**config.mk**
```make
export PLATFORM = sky130hd
export DESIGN_NAME = led_matrix_frame_scanout
export DESIGN_NICKNAME = d
export VERILOG_FILES = /design/src/rtl/lmfs_pkg.sv /design/src/rtl/lmfs_ram.sv /design/src/rtl/lmfs_store.sv /design/src/rtl/led_matrix_frame_scanout.sv
export SDC_FILE = /design/constraint.sdc
export NUM_CORES = 1
export LEC_CHECK = 0
export BUFFER_PORTS_ARGS = -buffer_cell sky130_fd_sc_hd__buf_4
export CORE_UTILIZATION = 31
export CTS_BUF_LIST = sky130_fd_sc_hd__clkbuf_4 sky130_fd_sc_hd__clkbuf_8
export DETAILED_ROUTE_END_ITERATION = 16
export GPL_TIMING_DRIVEN = 0
export PLACE_DENSITY = 0.44
export SLEW_MARGIN = 20
export SYNTH_ARGS = -nofsm -noshare
export SYNTH_HDL_FRONTEND = slang
export SYNTH_SLANG_ARGS = --single-unit
```
**constraint.sdc**
```tcl
create_clock -name clk -period 2.87 [get_ports clk]
set_input_delay 0.1435 -clock clk [delete_from_list [all_inputs] [get_ports clk]]
set_output_delay 0.1435 -clock clk [all_outputs]
set_load 0.1 [all_outputs]
```
**src/rtl/lmfs_pkg.sv**
```systemverilog
// ----------------------------------------------------------------------------
// lmfs_pkg
// Shared types and constants for the LED matrix frame scanout block.
// ----------------------------------------------------------------------------
package lmfs_pkg;

  localparam int unsigned ROWS = 8;
  localparam logic [7:0] DIGIT_BASE = 8'd1;

  typedef enum logic [2:0] {
    OP_SET_PIXEL = 3'd0,
    OP_CLEAR     = 3'd1,
    OP_REFRESH   = 3'd2,
    OP_SEND_ONE  = 3'd3,
    OP_SEND_ALL  = 3'd4
  } op_t;

  typedef enum logic [2:0] {
    ST_IDLE,
    ST_PIX_RD,
    ST_PIX_WR,
    ST_REFRESH,
    ST_SEND
  } state_t;

  // Frame store access controls
  typedef struct packed {
    logic rd;
    logic wr;
    logic clr;
  } store_ctl_t;

endpackage

```
**src/rtl/lmfs_ram.sv**
```systemverilog
// ----------------------------------------------------------------------------
// lmfs_ram
// Generic single-port-write, single-port-read RAM with registered read data.
// ----------------------------------------------------------------------------
module lmfs_ram #(
  parameter int unsigned WIDTH = 8,
  parameter int unsigned DEPTH = 32,
  parameter int unsigned AW    = $clog2(DEPTH)
) (
  input  logic             clk,
  input  logic             we,
  input  logic [AW-1:0]    waddr,
  input  logic [WIDTH-1:0] wdata,
  input  logic             re,
  input  logic [AW-1:0]    raddr,
  output logic [WIDTH-1:0] rdata
);

  logic [WIDTH-1:0] mem [DEPTH];

  always_ff @(posedge clk) begin
    if (we) begin
      mem[waddr] <= wdata;
    end
    if (re) begin
      rdata <= mem[raddr];
    end
  end

endmodule

```
**src/rtl/lmfs_store.sv**
```systemverilog
// ----------------------------------------------------------------------------
// lmfs_store
// Frame store: RAM plus per-entry valid bits, so reset and clear just drop
// the valid bits and an entry never written since reads as zero.
// ----------------------------------------------------------------------------
module lmfs_store #(
  parameter int unsigned DEPTH = 32,
  parameter int unsigned AW    = $clog2(DEPTH)
) (
  input  logic                clk,
  input  logic                rst,
  input  lmfs_pkg::store_ctl_t ctl,
  input  logic [AW-1:0]       rd_addr,
  input  logic [AW-1:0]       wr_addr,
  input  logic [7:0]          wr_data,
  output logic [7:0]          rd_data
);
  import lmfs_pkg::*;

  logic [DEPTH-1:0] vld;
  logic             vld_q;
  logic [7:0]       ram_q;

  lmfs_ram #(
    .WIDTH(8),
    .DEPTH(DEPTH),
    .AW   (AW)
  ) u_ram (
    .clk  (clk),
    .we   (ctl.wr),
    .waddr(wr_addr),
    .wdata(wr_data),
    .re   (ctl.rd),
    .raddr(rd_addr),
    .rdata(ram_q)
  );

  always_ff @(posedge clk) begin
    if (rst) begin
      vld   <= '0;
      vld_q <= 1'b0;
    end else begin
      if (ctl.clr) begin
        vld <= '0;
      end else if (ctl.wr) begin
        vld[wr_addr] <= 1'b1;
      end
      if (ctl.rd) begin
        vld_q <= vld[rd_addr];
      end
    end
  end

  assign rd_data = vld_q ? ram_q : 8'd0;

  a_no_rd_wr: assert property (@(posedge clk) disable iff (rst) !(ctl.rd && ctl.wr))
    else $error("frame store read and write in the same cycle");
  a_no_clr_wr: assert property (@(posedge clk) disable iff (rst) !(ctl.clr && ctl.wr))
    else $error("frame store clear and write in the same cycle");
  a_clr_zero: assert property (@(posedge clk) disable iff (rst) ctl.clr |=> (vld == '0))
    else $error("valid bits not cleared");

endmodule

```
**src/rtl/led_matrix_frame_scanout.sv**
```systemverilog
// ----------------------------------------------------------------------------
// led_matrix_frame_scanout
// Frame store and word sequencer for a daisy chain of 8x8 LED matrix modules.
//
// Requests enter on in_valid/in_ready; each carries an opcode and its fields.
// Words leave on out_valid/out_ready, one per 16-bit word shifted into the
// chain, farthest module first; frame_end marks the word before chip select
// rises and last marks the final word of a request.
// layout_select is written on cfg_valid/cfg_ready; the user must write it
// only while the block is idle, the block does not enforce it. Set pixel
// reads the store entry, then writes it back. Clear drops all entry valid
// bits. Refresh reads the store at one entry per word and emits 8*MODULES
// words, each via the read stage and output register, one per cycle while
// out_ready stays high. Send one and send all emit MODULES words at one per
// cycle while out_ready stays high. The next request is taken once the last
// word of the current one has left the read stage. A stalled receiver holds
// the output register and the read stage; the sequencer waits and nothing is
// dropped. Reset empties the store and the output, and selects layout 0.
// ----------------------------------------------------------------------------
module led_matrix_frame_scanout #(
  parameter int unsigned MODULES = 4
) (
  input  logic       clk,
  input  logic       rst,
  input  logic       cfg_valid,
  output logic       cfg_ready,
  input  logic       layout_select,
  input  logic       in_valid,
  output logic       in_ready,
  input  logic [2:0] opcode,
  input  logic [4:0] pixel_x,
  input  logic [2:0] pixel_y,
  input  logic       pixel_on,
  input  logic [1:0] module_index,
  input  logic [7:0] reg_address,
  input  logic [7:0] reg_value,
  output logic       out_valid,
  input  logic       out_ready,
  output logic [7:0] word_register,
  output logic [7:0] word_data,
  output logic       frame_end,
  output logic       last
);
  import lmfs_pkg::*;

  localparam int unsigned DEPTH = MODULES * ROWS;
  localparam int unsigned AW    = $clog2(DEPTH);
  localparam int unsigned MW    = (MODULES > 1) ? $clog2(MODULES) : 1;
  localparam logic [MW-1:0] MOD_TOP = MW'(MODULES - 1);
  localparam logic [2:0]    ROW_TOP = 3'(ROWS - 1);

  state_t     state, state_next;
  store_ctl_t ctl;

  logic          layout;
  logic [2:0]    row;
  logic [MW-1:0] mod;
  logic          send_all;
  logic [1:0]    tgt;
  logic [7:0]    addr_b, val_b;
  logic [AW-1:0] pix_addr;
  logic [7:0]    pix_mask;
  logic          pix_on;

  // read stage: one word waiting for the output register
  logic       pend, pend_mem, pend_fend, pend_last;
  logic [7:0] pend_reg, pend_data;

  logic          accept, issue, move;
  logic [7:0]    st_rd_data, wr_data;
  logic [AW-1:0] rd_addr;
  logic [MW+2:0] ref_addr;
  logic [7:0]    px_mod, px_mod_eff;
  logic [MW+2:0] px_addr_full;
  logic          px_in_range, hit;

  assign cfg_ready = 1'b1;

  always_ff @(posedge clk) begin
    if (rst) begin
      layout <= 1'b0;
    end else if (cfg_valid) begin
      layout <= layout_select;
    end
  end

  assign move     = pend && (!out_valid || out_ready);
  assign in_ready = (state == ST_IDLE) && (!pend || move);
  assign accept   = in_valid && in_ready;

  // pixel address decode
  assign px_mod       = 8'(pixel_x[4:3]);
  assign px_in_range  = px_mod < 8'(MODULES);
  assign px_mod_eff   = layout ? (8'(MODULES - 1) - px_mod) : px_mod;
  assign px_addr_full = {px_mod_eff[MW-1:0], pixel_y};

  assign ref_addr = {mod, row};
  assign hit      = send_all || (8'(mod) == 8'(tgt));

  always_comb begin
    state_next = state;
    issue      = 1'b0;
    ctl        = '0;
    rd_addr    = pix_addr;
    unique case (state)
      ST_IDLE: begin
        if (accept) begin
          priority if (opcode == OP_SET_PIXEL) begin
            if (px_in_range) begin
              state_next = ST_PIX_RD;
            end
          end else if (opcode == OP_CLEAR) begin
            ctl.clr = 1'b1;
          end else if (opcode == OP_REFRESH) begin
            state_next = ST_REFRESH;
          end else if (opcode == OP_SEND_ONE || opcode == OP_SEND_ALL) begin
            state_next = ST_SEND;
          end else begin
            state_next = ST_IDLE;
          end
        end
      end
      ST_PIX_RD: begin
        ctl.rd     = 1'b1;
        state_next = ST_PIX_WR;
      end
      ST_PIX_WR: begin
        ctl.wr     = 1'b1;
        state_next = ST_IDLE;
      end
      ST_REFRESH: begin
        rd_addr = ref_addr[AW-1:0];
        if (!pend || move) begin
          issue  = 1'b1;
          ctl.rd = 1'b1;
          if (mod == '0 && row == ROW_TOP) begin
            state_next = ST_IDLE;
          end
        end
      end
      ST_SEND: begin
        if (!pend || move) begin
          issue = 1'b1;
          if (mod == '0) begin
            state_next = ST_IDLE;
          end
        end
      end
      default: state_next = ST_IDLE;
    endcase
  end

  assign wr_data = pix_on ? (st_rd_data | pix_mask) : (st_rd_data & ~pix_mask);

  lmfs_store #(
    .DEPTH(DEPTH),
    .AW   (AW)
  ) u_store (
    .clk    (clk),
    .rst    (rst),
    .ctl    (ctl),
    .rd_addr(rd_addr),
    .wr_addr(pix_addr),
    .wr_data(wr_data),
    .rd_data(st_rd_data)
  );

  always_ff @(posedge clk) begin
    if (rst) begin
      state <= ST_IDLE;
    end else begin
      state <= state_next;
    end
  end

  // request fields and sequence counters
  always_ff @(posedge clk) begin
    if (accept) begin
      pix_addr <= px_addr_full[AW-1:0];
      pix_mask <= 8'h80 >> pixel_x[2:0];
      pix_on   <= pixel_on;
      send_all <= (opcode == OP_SEND_ALL);
      tgt      <= module_index;
      addr_b   <= reg_address;
      val_b    <= reg_value;
      row      <= 3'd0;
      mod      <= MOD_TOP;
    end else if (issue) begin
      if (mod == '0) begin
        mod <= MOD_TOP;
        row <= row + 3'd1;
      end else begin
        mod <= mod - MW'(1);
      end
    end
  end

  always_ff @(posedge clk) begin
    if (rst) begin
      pend <= 1'b0;
    end else if (issue) begin
      pend <= 1'b1;
    end else if (move) begin
      pend <= 1'b0;
    end
  end

  always_ff @(posedge clk) begin
    if (issue) begin
      pend_fend <= (mod == '0);
      if (state == ST_REFRESH) begin
        pend_mem  <= 1'b1;
        pend_reg  <= DIGIT_BASE + 8'(row);
        pend_data <= 8'd0;
        pend_last <= (mod == '0) && (row == ROW_TOP);
      end else begin
        pend_mem  <= 1'b0;
        pend_reg  <= hit ? addr_b : 8'd0;
        pend_data <= hit ? val_b : 8'd0;
        pend_last <= (mod == '0);
      end
    end
  end

  // output register
  always_ff @(posedge clk) begin
    if (rst) begin
      out_valid <= 1'b0;
    end else if (move) begin
      out_valid <= 1'b1;
    end else if (out_ready) begin
      out_valid <= 1'b0;
    end
  end

  always_ff @(posedge clk) begin
    if (move) begin
      word_register <= pend_reg;
      word_data     <= pend_mem ? st_rd_data : pend_data;
      frame_end     <= pend_fend;
      last          <= pend_last;
    end
  end

  a_pix_no_pend: assert property (@(posedge clk) disable iff (rst)
      (state == ST_PIX_RD || state == ST_PIX_WR) |-> !pend)
    else $error("pixel access while a read word is still held");
  a_last_fend: assert property (@(posedge clk) disable iff (rst)
      (out_valid && last) |-> frame_end)
    else $error("last word does not end a frame");
  a_pix_order: assert property (@(posedge clk) disable iff (rst)
      (state == ST_PIX_WR) |-> ($past(state) == ST_PIX_RD))
    else $error("pixel write without preceding read");
  a_issue_room: assert property (@(posedge clk) disable iff (rst)
      (pend && !move) |-> !issue)
    else $error("read stage overwritten");

endmodule
```
==> results.ini <==
[cts]
cts_buffer_depth=3
cts_buffers=61
cts_sinks=378
cts_root_buffer=clkbuf_8
clk_pin_slew_ps=60
clk_latency_ps=660
h-tree-depth=2
cts_tree=built

[logic_synthesis]
yosys_most_used_dff=edfxtp_1
synthAdderAreaFrac=0.002515
synth_commonest_cells=edfxtp_1 (334), nand2_1 (112), mux2i_1 (57)
synth_edf_count=334
synth-xor-area-share=0.002934
synth_largest_area_cell=edfxtp_1
synth.area.top_cells=edfxtp_1 (67%), dfxtp_1 (5.9%), mux2i_1 (3.8%), mux4_2 (3.8%), nand2_1 (2.8%)
synth.top_cell.area_share=0.6720
synth_mux_area_frac=0.09675
ys_seq_area_frac=0.7311
synth.most_common_cell=edfxtp_1
syn_inst=932
synth.distinct_cells=55
synthSimpleGateAreaFrac=0.07285
synth_fp_nets=971
synth_compound_area_frac=0.07327
avgSynthCellArea_um2=16.01
yosys_warnings=0
syn-cell-area_um2=14920
synth_top_family_by_area=multiplexers
synth-seq-cells=378
async_flop_share=0

[hold_path]
min_from=reg_address[4]
min_to=addr_b[4]
min_path_type=input port to flip-flop
worstHoldPathCells=2

[sta]
whs_ps=206.0
setup_slack_ps=-14.94
finalSetupViolations=1
hold_viol_final=0
timing.final.crit_share=1.005
rsz0062_at_grt=yes
slew_headroom=0.3052
worstMarginPinSlew_ps=1042
fmax_ghz=0.3466
layout_min_cycle_time_ps=2885
slew_viol_final=0
finalClockSkew_ps=27.77

[critical_path]
cp_data_required_time_ps=3360
reg2reg_to=u_store.u_ram.rdata[7]
r2r-start=state[1]
startpoint_type=flip-flop
path_class=flip-flop to flip-flop
worstPathCellList=buf_6 > nand3b_4 > buf_12 > inv_4 > mux2_2 > buf_4 > and2_1 > buf_4 > a32oi_1 > a41oi_2 > a21oi_2
startpoint=state[1]
path_delay_family=compound AO/OA/AOI/OAI gates
crit_path_frequent_cell=buf_4
slowest_delay_ps=400
critPathArrivalTime_ps=3370
r2r.worst_path.cells=11
rrSetupSlack_ps=-10
slowest_stage=a32oi_1
worstPathMaxFanout=10
end_kind=flip-flop
worst-path-buf-inv=5

[die]
die_y_um=221.4
core_area_um2=47650
die-area_um2=49020
ios=57
num_rows=80
initial_core_util=0.3132
die_x_um=221.4

[grt]
overflow=0
grt_usage=0.1620
grt_pass1_wl_um=57860
antenna_found_initial=2
grt_max_degree=33
first_global_vias=8732

[placement]
gp_congestion=0.7818
placed_cells=1609
dp_hpwl_um=26480
portBuffers=54

[outcome]
status=complete, but fails checks
violations=negative setup slack

[detailed_routing]
drc=0
vias=8692
wirelength_um=39700
via_per_inst=4.886
drt_iter0_markers=504
drt_first_pass_iters=4
wl_per_cell_um=22.32
postRouteAntennaNets=0

[finish]
drive_gt1_frac=0.2743
largest_reg_flops=256
stdcell_count=1779
area_delta_synth_final_pct=24.66
fillers=4525
fin_nets=1152

[power]
p_leak_nw=6.371
ir_worst_vdd_mv=0.5101
cellPowerDensity_nw_per_um2=644.6

[job]
maxCapViolCount=0

-- per-layer routing --
metal	share of wire	vias to the layer above	wire, µm	GRT usage
li1	-	4024	-	-
met1	0.46	4398	18360	0.2244
met2	0.47	208	18590	0.2553
met3	0.047	62	1869	0.02974
met4	0.022	0	890	0.05623
met5	0	-	0	0
-- cell families after synthesis --
kind of cell	after synthesis
flip-flops	378
AND/OR/NAND/NOR	239
AO/OA/AOI/OAI	150
multiplexers	98
buffers and inverters	58
XOR/XNOR	5
adder cells (fa/ha/maj)	3
other	1
-- report_power, final --
part | switching, W | internal, W | total (W)
sequential | 0.0000468 | 0.00610 | 0.00614
combinational | 0.000649 | 0.000380 | 0.00103
clock | 0.00215 | 0.00267 | 0.00482
-- stage by stage --
step | area, µm² | util | setup WS [ps] | total power, W | setup TNS (ps)
2_1_floorplan | 14940 | - | 49.22 | 0.006754 | 0
3_3_place_gp | 16110 | 0.3382 | -2212 | 0.007107 | -470860
3_5_place_dp | 16470 | 0.3456 | -895.2 | 0.007165 | -33260
4_1_cts | 18420 | 0.3866 | -231.2 | 0.01213 | -8506
5_1_grt | 18600 | 0.3905 | -102.4 | 0.01244 | -2366
6_report | 18600 | 0.3905 | -14.94 | 0.01199 | -14.94
-- cells in the final DEF, fill, tap and decap left out, types with 11 or more instances in the layout --
cell / instances
edfxtp_1: 334
nand2_1: 112
buf_4: 71
clkbuf_8: 68
mux2i_1: 53
dlygate4sd3_1: 42
dfxtp_1: 41
o21a_1: 33
mux4_2: 32
a32oi_1: 31
clkbuf_4: 27
nor2_1: 26
nor2_2: 20
a21oi_1: 18
nand3_1: 17
clkbuf_1: 16
o21ai_0: 16
and2_1: 14
inv_1: 11
-- repair_timing --
item / 4_1_cts / 5_1_grt
endpoints found under the setup margin: 144 / 178
resized for setup: 41 / 33
cloned: 1 / 1
setup buffers: 4 / 12
hold buffers: 42 / 0
hold endpoints to repair: 44 / 0
pin swaps: 1 / 8
-- final cells by class --
type | count | area [µm²] | share of cell area
Timing Repair inverter | 1 | 5.005 | 0.0002690
Sequential cell | 378 | 10920 | 0.5868
Clock inverter | 20 | 150.1 | 0.008070
Tap cell | 615 | 769.5 | 0.04136
Inverter | 13 | 55.05 | 0.002959
Timing Repair Buffer | 121 | 1204 | 0.06470
Multi-Input combinational cell | 496 | 4103 | 0.2205
Antenna cell | 1 | 2.502 | 0.0001345
Buffer | 41 | 275.3 | 0.01480
Clock buffer | 93 | 1124 | 0.06039
-- worst max path at each step --
stage | depth (start not counted) | slack, ps | end
finish | 11 | -10 | u_store.u_ram.rdata[7]
global route | 5 | -100 | u_store.u_ram.mem[0][5]
CTS | 4 | -230 | u_store.u_ram.mem[31][2]
detailed placement | 8 | -900 | u_store.u_ram.rdata[5]
global placement | 4 | -2210 | u_store.u_ram.mem[28][5]
floorplan | 7 | 50 | u_store.vld[19]
Power figures use the tool's default switching activity.
